**config.mk**
```make
export PLATFORM = sky130hd
export DESIGN_NAME = url_percent_decoder_top
export DESIGN_NICKNAME = d
export VERILOG_FILES = /design/src/rtl/url_pd_pkg.sv /design/src/rtl/url_pd_decode.sv /design/src/rtl/url_percent_decoder_top.sv
export SDC_FILE = /design/constraint.sdc
export NUM_CORES = 1
export LEC_CHECK = 0
export BUFFER_PORTS_ARGS = -buffer_cell sky130_fd_sc_hd__buf_2
export CAP_MARGIN = 25
export CORE_ASPECT_RATIO = 1.5
export CORE_UTILIZATION = 39
export DETAILED_ROUTE_END_ITERATION = 6
export PLACE_DENSITY = 0.58
export SLEW_MARGIN = 0
export SYNTH_ARGS = -nofsm -noshare
export SYNTH_HDL_FRONTEND = slang
export SYNTH_SLANG_ARGS = --single-unit
```
**constraint.sdc**
```tcl
create_clock -name clock -period 3.8 [get_ports clock]
set_clock_uncertainty 0.1 [all_clocks]
set_input_delay 0.76 -clock clock [delete_from_list [all_inputs] [get_ports clock]]
set_output_delay 0.76 -clock clock [all_outputs]
set_load 0.02 [all_outputs]
```
**src/rtl/url_pd_pkg.sv**
```systemverilog
// types, constants and hex helpers shared by the url percent decoder
`default_nettype none

package url_pd_pkg;

   localparam logic [7:0] PCT_CHAR = 8'h25;
   localparam int unsigned MAX_RESULTS = 3;

   typedef struct packed {
      logic [7:0] in_byte;
      logic       string_end;
   } req_type;

   typedef struct packed {
      logic [7:0] out_byte;
      logic       run_last;
      logic       decoded_end;
   } rsp_type;

   typedef enum logic [2:0] {
      PH_IDLE  = 3'b001,
      PH_PCT   = 3'b010,
      PH_DIGIT = 3'b100
   } phase_type;

   typedef struct packed {
      logic [MAX_RESULTS-1:0][7:0] bytes;
      logic [1:0]                  cnt;
      logic                        last_end;
   } group_type;

   function automatic logic is_hex(input logic [7:0] b);
      is_hex = (b inside {[8'h30:8'h39], [8'h41:8'h46], [8'h61:8'h66]});
   endfunction

   function automatic logic [3:0] hex_value(input logic [7:0] b);
      logic [7:0] v;
      v = 8'h00;
      if (b inside {[8'h30:8'h39]}) begin
         v = b - 8'h30;
      end else if (b inside {[8'h61:8'h66]}) begin
         v = b - 8'h61 + 8'd10;
      end else if (b inside {[8'h41:8'h46]}) begin
         v = b - 8'h41 + 8'd10;
      end
      hex_value = v[3:0];
   endfunction

endpackage

`default_nettype wire

```
**src/rtl/url_pd_decode.sv**
```systemverilog
// next-state and result group logic for one input byte
`default_nettype none

module url_pd_decode
   import url_pd_pkg::*;
(
   input  phase_type  phase,
   input  logic [7:0] held_digit,
   input  req_type    req,
   output phase_type  phase_next,
   output logic [7:0] held_next,
   output group_type  grp
);

   logic [7:0] b;
   logic       e;
   logic       hx;
   logic       do_fresh;
   logic [1:0] pre_cnt;

   always_comb begin
      b          = req.in_byte;
      e          = req.string_end;
      hx         = is_hex(b);
      do_fresh   = 1'b0;
      pre_cnt    = 2'd0;
      phase_next = PH_IDLE;
      held_next  = held_digit;
      grp        = '0;
      grp.last_end = e;
      case (phase)
         PH_PCT: begin
            if (hx) begin
               if (e) begin
                  grp.bytes[0] = PCT_CHAR;
                  grp.bytes[1] = b;
                  grp.cnt      = 2'd2;
               end else begin
                  held_next  = b;
                  phase_next = PH_DIGIT;
               end
            end else begin
               grp.bytes[0] = PCT_CHAR;
               pre_cnt      = 2'd1;
               do_fresh     = 1'b1;
            end
         end
         PH_DIGIT: begin
            if (hx) begin
               grp.bytes[0] = {hex_value(held_digit), hex_value(b)};
               grp.cnt      = 2'd1;
            end else begin
               grp.bytes[0] = PCT_CHAR;
               grp.bytes[1] = held_digit;
               pre_cnt      = 2'd2;
               do_fresh     = 1'b1;
            end
         end
         default: begin
            do_fresh = 1'b1;
         end
      endcase
      if (do_fresh) begin
         if (b == PCT_CHAR && !e) begin
            phase_next = PH_PCT;
            grp.cnt    = pre_cnt;
         end else begin
            grp.bytes[pre_cnt] = b;
            grp.cnt            = pre_cnt + 2'd1;
         end
      end
   end

endmodule

`default_nettype wire

```
**src/rtl/url_percent_decoder_top.sv**
```systemverilog
// top level of the url percent decoder: state, result group buffer, handshakes
//
//   channel | direction | ports                          | payload
//   request | in        | req_valid, req_stall, req_data | req_type (in_byte, string_end)
//   result  | out       | rsp_valid, rsp_stall, rsp_data | rsp_type (out_byte, run_last,
//           |           |                                |   decoded_end)
//
// one input byte per cycle while req_stall is low; an input causing n results (0 to 3)
// occupies the result buffer until its n results have transferred
// a new byte is taken in the cycle the last buffered result transfers
// the first result of an input is valid in the cycle after the input transfer
// synchronous reset clears phase, held digit and the result count and pointer
// rsp_stall holds the current result and back-pressures req_stall
`default_nettype none

module url_percent_decoder_top
   import url_pd_pkg::*;
(
   input  logic    clock,
   input  logic    reset,
   input  logic    req_valid,
   output logic    req_stall,
   input  req_type req_data,
   output logic    rsp_valid,
   input  logic    rsp_stall,
   output rsp_type rsp_data
);

   phase_type  phase_ff, phase_in, phase_dec;
   logic [7:0] held_ff, held_in, held_dec;
   group_type  grp_ff, grp_in, grp_dec;
   logic [1:0] cnt_ff, cnt_in;
   logic [1:0] ptr_ff, ptr_in;
   logic       req_xfer;
   logic       rsp_xfer;
   logic       at_last;

   url_pd_decode u_decode (
      .phase      (phase_ff),
      .held_digit (held_ff),
      .req        (req_data),
      .phase_next (phase_dec),
      .held_next  (held_dec),
      .grp        (grp_dec)
   );

   assign rsp_valid = (cnt_ff != 2'd0);
   assign at_last   = (ptr_ff == cnt_ff - 2'd1);
   assign rsp_xfer  = rsp_valid && !rsp_stall;
   assign req_stall = !(cnt_ff == 2'd0 || (rsp_xfer && at_last));
   assign req_xfer  = req_valid && !req_stall;

   assign rsp_data.out_byte    = grp_ff.bytes[ptr_ff];
   assign rsp_data.run_last    = at_last;
   assign rsp_data.decoded_end = at_last && grp_ff.last_end;

   always_comb begin
      phase_in = phase_ff;
      held_in  = held_ff;
      grp_in   = grp_ff;
      cnt_in   = cnt_ff;
      ptr_in   = ptr_ff;
      if (rsp_xfer) begin
         if (at_last) begin
            cnt_in = 2'd0;
            ptr_in = 2'd0;
         end else begin
            ptr_in = ptr_ff + 2'd1;
         end
      end
      if (req_xfer) begin
         phase_in = phase_dec;
         held_in  = held_dec;
         grp_in   = grp_dec;
         cnt_in   = grp_dec.cnt;
         ptr_in   = 2'd0;
      end
   end

   always_ff @(posedge clock) begin
      if (reset) begin
         phase_ff <= PH_IDLE;
         held_ff  <= 8'h00;
         cnt_ff   <= 2'd0;
         ptr_ff   <= 2'd0;
      end else begin
         phase_ff <= phase_in;
         held_ff  <= held_in;
         cnt_ff   <= cnt_in;
         ptr_ff   <= ptr_in;
      end
   end

   always_ff @(posedge clock) begin
      grp_ff <= grp_in;
   end

`ifndef SYNTH
   // a new transfer only lands once the buffered group has drained or its last result transfers
   assert property (@(posedge clock) disable iff (reset)
      req_xfer |-> (cnt_ff == 2'd0 || (rsp_xfer && at_last)))
      else $error("request transfer while results still buffered");

   // read pointer stays inside the buffered group
   assert property (@(posedge clock) disable iff (reset)
      (cnt_ff != 2'd0) |-> (ptr_ff < cnt_ff))
      else $error("result pointer beyond group");

   // a held first digit is always a hex digit
   assert property (@(posedge clock) disable iff (reset)
      (phase_ff == PH_DIGIT) |-> is_hex(held_ff))
      else $error("held digit is not hex");

   // nothing stays held after the final byte of a string
   assert property (@(posedge clock) disable iff (reset)
      (req_xfer && req_data.string_end) |=> (phase_ff == PH_IDLE))
      else $error("bytes held after string end");
`endif

endmodule

`default_nettype wire

```
==> impl_metrics.ini <==
[sta]
tns_ns = 0
worstMarginPinSlew_ns = 0.8881
timing.final.max_slew_violations = 0
layout_min_cycle_time_ns = 3.009
timing.final.hold_violations = 0
maxClockFrequency_mhz = 332.4
slew_headroom_pct = 40.65
setup_viol = 0
rsz0062_at_grt = false
layout_worst_path_cycle_share_pct = 79.18

[route]
route.final.wire_length_um = 5461
dr.pass1.iters = 4
route.antenna.remaining_nets = 0
met3_wirelength_um = 278
drc_errors = 0
dr.max_layer_used = met4
routed-via-count = 1867
total_length_of_routed_met2_wires_um = 2837
drt-met1-wl_um = 2164
vias_per_cell = 5.607
detail_route.wl_per_cell_um = 16.40
drt-initial-drc-count = 72

[grt]
grt_first_pass_wirelength_um = 8797
first_global_vias = 1747
grt_start_max_net_pins = 28
gr-total-overflow = 0
grt_antenna_before_repair = 0
grt_util_all_layers_pct = 18.30

[clock_tree]
cts.clk_slew.worst_paths_ns = 0.08
clock-root-buffer = sky130_fd_sc_hd__clkbuf_8
cts-hold-fix-buffers = 0
cts-buffers-inserted = 5
cts.sinks = 40
cts.htree.levels = 2
clkLatencyLatePin_ns = 0.29
clk_path_buf_depth = 2
cts_repair_resize_count = 0
cts_tree = yes
post-cts-setup-buffers = 0

[pwr]
power.density_mw_per_mm2 = 326.9
p_leak_nw = 1.020
peakVddDrop_mv = 0.1395

[synthesis]
synth_top_area_share_pct = 31.14
synth-warning-count = 0
dominantRegCellSynth = sky130_fd_sc_hd__edfxtp_1
netlist_top_cells_area = sky130_fd_sc_hd__edfxtp_1 31%, sky130_fd_sc_hd__dfxtp_1 12%, sky130_fd_sc_hd__mux2i_1 5.8%
yosysTopAreaCell = sky130_fd_sc_hd__edfxtp_1
synth_enable_flop_cells = 25
post-synth-top-count-cell = sky130_fd_sc_hd__edfxtp_1
netlist-cell-type-count = 55
synthTopCellsByCount = 25 x sky130_fd_sc_hd__edfxtp_1, 20 x sky130_fd_sc_hd__nand2_1, 15 x sky130_fd_sc_hd__dfxtp_1
ys_ff_latch = 40
synth.avg_cell_area_um2 = 10.17
syn-cell-area_mm2 = 0.002411
synth_fp_nets = 261
sequential_element_share_of_the_synthesized_area_pct = 43.59
post_synth_inst_count = 237
async_flop_share_pct = 0

[placement]
port_buffers = 24
finalWeightedCongestion = 0.9374
dp_cells = 325
dp_hpwl_um = 4160

[run_status]
run_status = finished clean

[floorplanning]
row_count = 34
dieArea_mm2 = 0.006507
die-height_um = 98.30
effective_utilization_at_floorplan_pct = 41.07
ioPinCount = 25
die_width_um = 66.20
core_mm2 = 0.005871

[critical_path]
critPathMaxFanout = 8
critical_path.reg2reg.endpoint = held_ff[4]
r2r-start = ptr_ff[1]
r2r_slack_ns = 1.11
cp.required_ns = 3.75
setup.worst_path.end_class = flip-flop
timing.critical_path.from_type = primary input
worst-r2r-cell-count = 7
crit_type = in -> reg
critPathArrivalTime_ns = 2.96

[finish]
instances_no_fill = 333
num-nets-final = 284
layout_cells_sized_above_1_pct = 17.24
insertedDiodeCount = 0
fillerInstances = 572
syn2layout_area_growth_pct = 11.11

[min_path]
worst_hold_path_class = reg -> reg
hold_path_depth = 2
hold_path_startpoint = cnt_ff[1]
holdPathEnd = cnt_ff[1]

[flow_run]
cap_violations = 0
## sequential cells by signal, indices dropped and copies added (netlist names)
register,flops
ptr_ff,2
held_ff,8
grp_ff,25
cnt_ff,2
phase_ff,3
## where the power goes
part | switching [W] | internal, W | leakage (nW) | total (W)
combinational | 0.0000707 | 0.0000379 | 0.604 | 0.000109
clock | 0.000149 | 0.000128 | 0.0479 | 0.000277
sequential | 0.00000779 | 0.000482 | 0.368 | 0.000490
total | 0.000228 | 0.000648 | 1.02 | 0.000876
## kinds of logic (layout without fill, tap and decap cells)
family,count (synthesis),in the layout,share of synthesized area (%)
compound gates,62,62,19.46
xor+xnor,8,8,2.906
fa+ha+maj,11,11,5.708
buf+inv,24,48,4.048
flops,40,40,43.59
mux,14,14,5.812
simple gates,78,78,18.47
## worst max path at each step
stage | cells past startpoint | to | startpoint | slack, ns
global placement | 12 | grp_ff[16] | req_data[2] | 0.60
global route | 12 | grp_ff[14] | req_data[2] | 0.63
detailed placement | 12 | grp_ff[14] | req_data[2] | 0.51
CTS | 12 | grp_ff[14] | req_data[2] | 0.82
finish | 12 | grp_ff[16] | req_data[2] | 0.79
floorplan | 9 | grp_ff[11] | req_data[4] | 0.84
## layer usage
layer / track usage, % / up-vias
met2: 31.00 / 66
met3: 3.037 / 17
met5: 0 / -
li1: - / 919
met1: 22.04 / 865
met4: 8.511 / 0
## placed cells by master (no fill, tap or decap), types with 3 or more instances in the layout
master                      synthesis  final
sky130_fd_sc_hd__dfxtp_1           15     15
sky130_fd_sc_hd__edfxtp_1          25     25
sky130_fd_sc_hd__a21oi_1            8      8
sky130_fd_sc_hd__ha_1              11     11
sky130_fd_sc_hd__o21ai_0           13     13
sky130_fd_sc_hd__nor2b_1            3      3
sky130_fd_sc_hd__a2bb2oi_1          3      3
sky130_fd_sc_hd__o21bai_1           3      3
sky130_fd_sc_hd__nand2_1           20     20
sky130_fd_sc_hd__and3_1            10     10
sky130_fd_sc_hd__inv_1             14     14
sky130_fd_sc_hd__nor2_1             8      8
sky130_fd_sc_hd__nand3_1            4      4
sky130_fd_sc_hd__buf_2              3     24
sky130_fd_sc_hd__a22o_1             8      8
sky130_fd_sc_hd__and2_1             4      4
sky130_fd_sc_hd__xnor2_1            7      7
sky130_fd_sc_hd__nand2b_1          14     14
sky130_fd_sc_hd__clkbuf_8           0      5
sky130_fd_sc_hd__mux2i_1           14     14
sky130_fd_sc_hd__o31ai_1            4      4
sky130_fd_sc_hd__a31oi_1            3      3
## critical path, cell delays in order
cell	delay, ns
sky130_fd_sc_hd__buf_2	0.15
sky130_fd_sc_hd__inv_1	0.07
sky130_fd_sc_hd__ha_1	0.20
sky130_fd_sc_hd__nor3b_1	0.41
sky130_fd_sc_hd__o31ai_4	0.17
sky130_fd_sc_hd__nand2_2	0.15
sky130_fd_sc_hd__nand2_1	0.11
sky130_fd_sc_hd__inv_1	0.09
sky130_fd_sc_hd__ha_1	0.21
sky130_fd_sc_hd__o21ai_0	0.09
sky130_fd_sc_hd__and3_1	0.28
sky130_fd_sc_hd__a22o_1	0.27
## final cells by class
cell class                      count  area [um2]  area share (%)
Multi-Input combinational cell    173        1262           47.13
Sequential cell                    40        1051           39.23
Timing Repair Buffer               26       135.1           5.044
Tap cell                           72       90.09           3.363
Clock buffer                        5       68.82           2.569
Inverter                           14       52.55           1.962
Clock inverter                      3       18.77          0.7006
## per-stage QoR
stage | setup slack, ns | instance area [um2] | hold slack [ns] | utilization (%) | power, W
4_1_cts | 0.8186 | 2679 | 0.3782 | 45.63 | 0.0008821
3_5_place_dp | 0.5113 | 2591 | 0.3647 | 44.14 | 0.0006088
5_1_grt | 0.6308 | 2679 | 0.4011 | 45.63 | 0.0009170
6_report | 0.7912 | 2679 | 0.3713 | 45.63 | 0.0008758
2_1_floorplan | 0.8447 | 2411 | 0.3422 | - | 0.0005695
3_3_place_gp | 0.5957 | 2591 | 0.3610 | 44.14 | 0.0006082
(Power assumes the default switching activity.)
